===== config.mk =====
export PLATFORM = sky130hd
export DESIGN_NAME = llm_front
export DESIGN_NICKNAME = d
export VERILOG_FILES = /design/src/rtl/core/llm_pkg.sv /design/src/rtl/core/llm_front.sv
export SDC_FILE = /design/constraint.sdc
export NUM_CORES = 1
export LEC_CHECK = 0
export BUFFER_PORTS_ARGS = -buffer_cell sky130_fd_sc_hd__buf_2
export CORE_MARGIN = 4
export CORE_UTILIZATION = 54
export DETAILED_ROUTE_END_ITERATION = 10
export HOLD_SLACK_MARGIN = 0.06
export PLACE_DENSITY = 0.85
export SLEW_MARGIN = 15
export SYNTH_ARGS = -nofsm -noshare
export SYNTH_HDL_FRONTEND = slang
export SYNTH_SLANG_ARGS = --single-unit

===== constraint.sdc =====
create_clock -name clk -period 8.25 [get_ports clk]
set_input_delay 1.2375 -clock clk [delete_from_list [all_inputs] [get_ports clk]]
set_output_delay 1.2375 -clock clk [all_outputs]
set_load 0.03 [all_outputs]

===== src/rtl/core/llm_pkg.sv =====
// shared types, constants and helpers for the lease lock manager
package llm_pkg;

  localparam int unsigned DEF_MAX_LOCKS   = 64;
  localparam int unsigned DEF_MAX_CLIENTS = 16;
  localparam int unsigned CFG_W           = 32;
  localparam int unsigned CFG_IDX_W       = 2;
  localparam int unsigned TIME_W          = 48;
  localparam int unsigned STAMP_W         = 32;
  localparam int unsigned CLIENT_W        = 4;
  localparam int unsigned LOCK_W          = 6;

  localparam logic [CFG_IDX_W-1:0] REG_CLIENT_COUNT  = 2'd0;
  localparam logic [CFG_IDX_W-1:0] REG_LOCK_COUNT    = 2'd1;
  localparam logic [CFG_IDX_W-1:0] REG_DEFAULT_LEASE = 2'd2;

  localparam logic [4:0]  CLIENT_COUNT_RST  = 5'd16;
  localparam logic [6:0]  LOCK_COUNT_RST    = 7'd64;
  localparam logic [31:0] DEFAULT_LEASE_RST = 32'd5000;

  localparam logic [2:0] OP_ACQUIRE = 3'd0;
  localparam logic [2:0] OP_RELEASE = 3'd1;
  localparam logic [2:0] OP_RENEW   = 3'd2;
  localparam logic [2:0] OP_TICK    = 3'd3;
  localparam logic [2:0] OP_QUERY   = 3'd4;

  localparam logic [1:0] ST_OK        = 2'd0;
  localparam logic [1:0] ST_RANGE     = 2'd1;
  localparam logic [1:0] ST_HELD      = 2'd2;
  localparam logic [1:0] ST_NOT_OWNER = 2'd3;

  typedef struct packed {
    logic [2:0]  operation;
    logic [3:0]  client;
    logic [5:0]  lock_index;
    logic [31:0] duration;
  } req_t;

  typedef struct packed {
    logic [1:0]  status;
    logic        locked;
    logic [3:0]  owner;
    logic [31:0] grant_stamp;
  } rsp_t;

  // classified command handed from front to back
  typedef struct packed {
    logic        bad;
    logic [2:0]  operation;
    logic [3:0]  client;
    logic [5:0]  lock_index;
    logic [31:0] ttl;
  } cmd_t;

  function automatic logic [TIME_W-1:0] add_sat48(input logic [TIME_W-1:0] a,
                                                   input logic [31:0] b);
    logic [TIME_W:0] s;
    s = {1'b0, a} + {17'd0, b};
    return s[TIME_W] ? {TIME_W{1'b1}} : s[TIME_W-1:0];
  endfunction

endpackage


===== src/rtl/core/llm_front.sv =====
// front end: range checks, lease defaulting and command queue
module llm_front #(
  parameter int unsigned MAX_LOCKS   = llm_pkg::DEF_MAX_LOCKS,
  parameter int unsigned MAX_CLIENTS = llm_pkg::DEF_MAX_CLIENTS
) (
  input  logic          clk,
  input  logic          rst,
  input  logic          push,
  output logic          full,
  input  llm_pkg::req_t req,
  input  logic [4:0]    num_clients,
  input  logic [6:0]    num_locks,
  input  logic [31:0]   default_lease,
  output logic          cmd_valid,
  input  logic          cmd_take,
  output llm_pkg::cmd_t cmd
);
  import llm_pkg::*;

  cmd_t       q [2];
  logic [1:0] cnt;
  logic       wp, rp;
  logic [8:0] eff_cl;
  logic [10:0] eff_lk;
  logic       cl_bad, lk_bad, do_push, do_pop;
  cmd_t       c_in;

  always_comb begin
    eff_cl = ({4'd0, num_clients} > 9'(MAX_CLIENTS)) ? 9'(MAX_CLIENTS)
                                                     : {4'd0, num_clients};
    eff_lk = ({4'd0, num_locks} > 11'(MAX_LOCKS)) ? 11'(MAX_LOCKS)
                                                  : {4'd0, num_locks};
    cl_bad = {5'd0, req.client} >= eff_cl;
    lk_bad = {5'd0, req.lock_index} >= eff_lk;
    c_in.operation  = req.operation;
    c_in.client     = req.client;
    c_in.lock_index = req.lock_index;
    c_in.ttl        = (req.duration != '0 || req.operation == OP_TICK)
                      ? req.duration : default_lease;
    case (req.operation)
      OP_ACQUIRE, OP_RELEASE, OP_RENEW: c_in.bad = cl_bad | lk_bad;
      OP_TICK:  c_in.bad = 1'b0;
      OP_QUERY: c_in.bad = lk_bad;
      default:  c_in.bad = 1'b1;
    endcase
  end

  assign full      = cnt[1];
  assign cmd_valid = cnt != 2'd0;
  assign cmd       = q[rp];
  assign do_push   = push && !full;
  assign do_pop    = cmd_take && cmd_valid;

  always_ff @(posedge clk) begin
    if (do_push) q[wp] <= c_in;
    if (rst) begin
      cnt <= '0;
      wp  <= 1'b0;
      rp  <= 1'b0;
    end else begin
      if (do_push) wp <= ~wp;
      if (do_pop)  rp <= ~rp;
      cnt <= cnt + {1'b0, do_push} - {1'b0, do_pop};
    end
  end
endmodule


# After elaboration in Yosys (flattened, before gate mapping)
# Memory sizes are Yosys's and may differ from the RTL's. A register that Yosys moved wholly into a read port is not among the register bits.
# Index checks and enable logic that the tools add are counted.
dict set report totals {
  n_memories 1
  latchBits 0
  romBits 0
  register_bits 4
  out_inout_bits 48
  input_bits 93
  ram_bits 92
}
dict set report op_classes {
  addsub 2
  n_eq_ne 4
  div 0
  n_mux 8
  n_bitwise 3
  n_lt_le_gt_ge 4
  n_mul 0
  shift 0
  n_reduce_logical 8
}
# memory words word_bits rd rd_ports_with_merged_regs wr line
set mem_list {}
lappend mem_list {q 2 46 1 1 1 llm_front.sv:20} ;# cmd_t q [2];
# operator n
set op_table {}
lappend op_table {{32-bit two-way mux} 1}
lappend op_table {{32-bit nonzero test} 1}
lappend op_table {{6-bit by 7-bit greater-or-equal comparator with 1-bit output} 1}
lappend op_table {{7-bit > comparator, second input constant} 1}
lappend op_table {{7-bit two-way mux} 1}
lappend op_table {{3-bit by 2-bit equality test with 1-bit output, second input constant} 2}
lappend op_table {{4-bit by 5-bit greater-or-equal comparator with 1-bit output} 1}
lappend op_table {{5-bit > comparator, second input constant} 1}
lappend op_table {{5-bit two-way mux} 1}
lappend op_table {{1-bit two-way mux} 4}
lappend op_table {{3-bit by 1-bit equality test with 1-bit output, second input constant} 1}
lappend op_table {{3-bit equality test, second input constant} 1}
lappend op_table {{3-bit logical NOT} 1}
lappend op_table {{1-bit case mux with 3 select lines} 1}
lappend op_table {{3-bit OR reduction} 1}
lappend op_table {{2-bit by 1-bit adder with 2-bit output} 1}
lappend op_table {{1-bit logical AND} 2}
lappend op_table {{1-bit NOT} 2}
lappend op_table {{2-bit nonzero test} 1}
lappend op_table {{2-bit by 1-bit subtractor with 2-bit output} 1}
lappend op_table {{1-bit logical NOT} 1}
lappend op_table {{1-bit logical OR} 1}
lappend op_table {{1-bit OR} 1}

# Longest topological paths before layout
dict set report logic_depth {
  ltp_word 5
  ltp_mapped 8
  ltp_nobuf 8
}

# Worst setup path before layout
# OpenSTA, ideal clock, no wires.
dict set report synth_path {
  path_kind {input-to-reg}
  startpoint {in push}
  endpoint {mem q[0][0] in the netlist's numbering, enable pin}
  setup_ns 0.450
  required_ns 7.800
  setup_slack_ns 4.508
  t_arrival_ns 3.293
  stages 2
  path_cell_list {nand2b_1 nor2_1}
}
dict set report synth_via {
  elab_chain_len 3
}
# item line
set synth_rtl {}
lappend synth_rtl {{start, declared} llm_front.sv:8} ;# input logic push,
lappend synth_rtl {{1-bit logical AND} llm_front.sv:51} ;# assign do_push = push && !full;
lappend synth_rtl {{1-bit two-way mux} llm_front.sv:55} ;# if (do_push) q[wp] <= c_in;
lappend synth_rtl {{1-bit two-way mux (not written as such)} llm_front.sv:55}
lappend synth_rtl {{end, declared} llm_front.sv:20}
# No other way between the ends.

==> flow_summary.ini <==
[sta]
slew_violations = 0
setup_viol = 0
rsz0062_at_grt = no
fmax_mhz = 302
relSlewSlack_pct = 25.3
hold_violations = 0
period_share_pct = 40.1
setup_ws_ns = 4.94
setup_tns_ns = 0
tightest_slew_ns = 1.12
fin_skew_ns = 0.00790
period_needed_ns = 3.31

[critical_path]
cp-end-kind = output pin
r2r-start = cnt[1]$_SDFF_PP0_
cp.arrival_ns = 2.07
cp_top_family = flip-flops
crit_type = flip-flop to output pin
crit_path_top_delay_cell = dfxtp_2
reg2reg_to = q[0][29]$_DFFE_PP_
required_ns = 7.01
crit_cells = 2
endpoint = cmd[8]
path_cells = mux2_2, buf_2
r2r_slack_ns = 6.44
start_kind = flip-flop
worst_r2r_path_depth = 3
slowest_delay_ns = 1.06
crit_fanout = 46
cp_num_buf_inv = 1

[pwr]
p_int_uw = 993
combPwrFrac_pct = 32.6
switching_power_uw = 517
p_sw_share_pct = 34.2
pwr-share-seq_pct = 45.5
power.density_nw_per_um2 = 290
leakage_nw = 2.21
ir_drop_mv = 0.181
p_clk_share_pct = 21.9

[floorplanning]
die_x_um = 96.0
dieArea_um2 = 9210
num_rows = 31
die_h_um = 96.0
core_area_um2 = 7370
num_io_pins = 141
start_util_pct = 56.7

[clock_network]
post_cts_resized = 0
cts_root_buf = clkbuf_8
cts_buffers = 9
cts_tree = yes
cts_hold_buf = 0
clockBufferDepth = 2
cts.sinks = 97
cts.clk_slew.worst_paths_ns = 0.09
clk-insertion-delay-late_ns = 0.36
post_cts_buffers = 0
htree_levels = 3

[run_status]
run_status = finished clean

[finish]
utilization_pct = 70.6
drive_gt1_share_pct = 52.1
diodes = 0
fin_area_um2 = 5200
area_growth_pct = 24.5
final_cells = 502
nNetsFinal = 503

[route]
drt-total-wl_um = 8980
drt-wirelength-per-cell_um = 17.9
drtIter0Drc = 81
drcViolationCount = 0
vias_per_cell = 5.39
drtAntennaViolNets = 0
first_pass_iters = 4
num_vias = 2708

[run]
drv_cap = 0

[synth]
synthCells = 252
ys_warn_count = 0
syn_nets = 357
post_synth_num_cell_types = 31
synth.cell_area_um2 = 4180
synth-async-reset-ratio_pct = 0
ys_seq_area_share_pct = 68.5
synthFlopType = edfxtp_1
yosysMostFrequentCell = edfxtp_1
synth_area_leaders = edfxtp_1 (66%), mux2_2 (12%), a21o_1 (5.7%)
synth_seq_cells = 97
yosys.area.top_type_share_pct = 66.1
yosys.area.top_type = edfxtp_1
syn_area_per_cell_um2 = 16.6
synthTopCellsByCount = edfxtp_1 (92), mux2_2 (46), a21o_1 (32)
synth-edff-count = 92

[grt]
grt_max_degree = 47
met3_usage_pct = 6.02
grt_pass1_wl_um = 13700
globalRouteMet1Util_pct = 22.6
grt_pass1_vias = 2943
grt_remaining_overflow = 0
antenna_found_initial = 0
grtUsageTotal_pct = 20.0
top_usage_layer = met2
grt.met2_usage_pct = 35.8

[placement]
portBuffers = 140
gp_congestion = 0.784
dpl_cell_area_um2 = 4980
dpl.hpwl_um = 6650
dpl_worst_slack_ns = 5.13
dp_cells = 486

[min_path]
holdPathStages = 2
min_path_type = flip-flop to flip-flop
cell type report:
type | instances | area (um^2)
multi-input cells | 143 | 1260
well taps | 99 | 124
repair buffers | 143 | 723
inverters | 4 | 15.0
flip-flops and latches | 97 | 2860
clock inverters | 6 | 90.1
fillers | 531 | 2170
clock buffers | 10 | 128
state kept, by name, summed over array words and instances, names as in the netlist, named ones only:
signal	cells
rp	1
cnt	2
wp	1
q	92
worst register-to-register path, stage by stage, from the launching register on:
cell,delay [ns]
dfxtp_1,0.34
nand2b_1,0.28
nor2_4,0.29
buf_4,0.53
power by group through the flow:
stage                     registers (mW)  clock network, mW  logic (mW)
after CTS                          0.689              0.336       0.498
after detailed placement           0.700                  0       0.496
after global routing               0.696              0.361       0.528
final                              0.688              0.330       0.492
after floorplan                    0.665                  0       0.377
after global placement             0.694                  0       0.489
stage by stage:
step,hold WS (ns),power [mW]
2_1_floorplan,0.481,1.04
3_3_place_gp,0.497,1.18
3_5_place_dp,0.500,1.20
4_1_cts,0.524,1.52
5_1_grt,0.541,1.58
6_report,0.520,1.51
per-layer routing:
| metal | part of all wire (%) | vias up |
|---|---|---|
| li1 | - | 1266 |
| met1 | 39 | 1312 |
| met2 | 51 | 119 |
| met3 | 9.3 | 11 |
| met4 | 1.2 | 0 |
| met5 | 0 | - |
worst min path at each step:
stage / start / to / slack (ns)
global placement: rp$_SDFFE_PP0P_ / flip-flop / 0.50
detailed placement: rp$_SDFFE_PP0P_ / flip-flop / 0.50
CTS: rp$_SDFFE_PP0P_ / flip-flop / 0.52
finish: rp$_SDFFE_PP0P_ / flip-flop / 0.52
floorplan: rp$_SDFFE_PP0P_ / flip-flop / 0.48
global route: rp$_SDFFE_PP0P_ / flip-flop / 0.54
cells by family (layout without fill, tap and decap cells):
logic type,Yosys count,in the layout,share of synthesized area (%)
buffers and inverters,12,163,1.74
AO/OA/AOI/OAI,41,41,7.31
AND/OR/NAND/NOR,40,40,5.63
adder cells (fa/ha/maj),12,12,3.59
XOR/XNOR,4,4,0.838
flip-flops,97,97,68.5
multiplexers,46,46,12.4
placed cells by master (no fill, tap or decap), drive strengths merged, types with 5 or more instances in the layout:
cell type / instances
edfxtp: 92
dfxtp: 5
buf: 143
mux2: 46
inv: 5
clkbuf: 10
nor4: 8
nor2: 9
a21o: 34
ha: 12
nand2b: 10
Note: power is estimated with default switching activity, not from simulation.
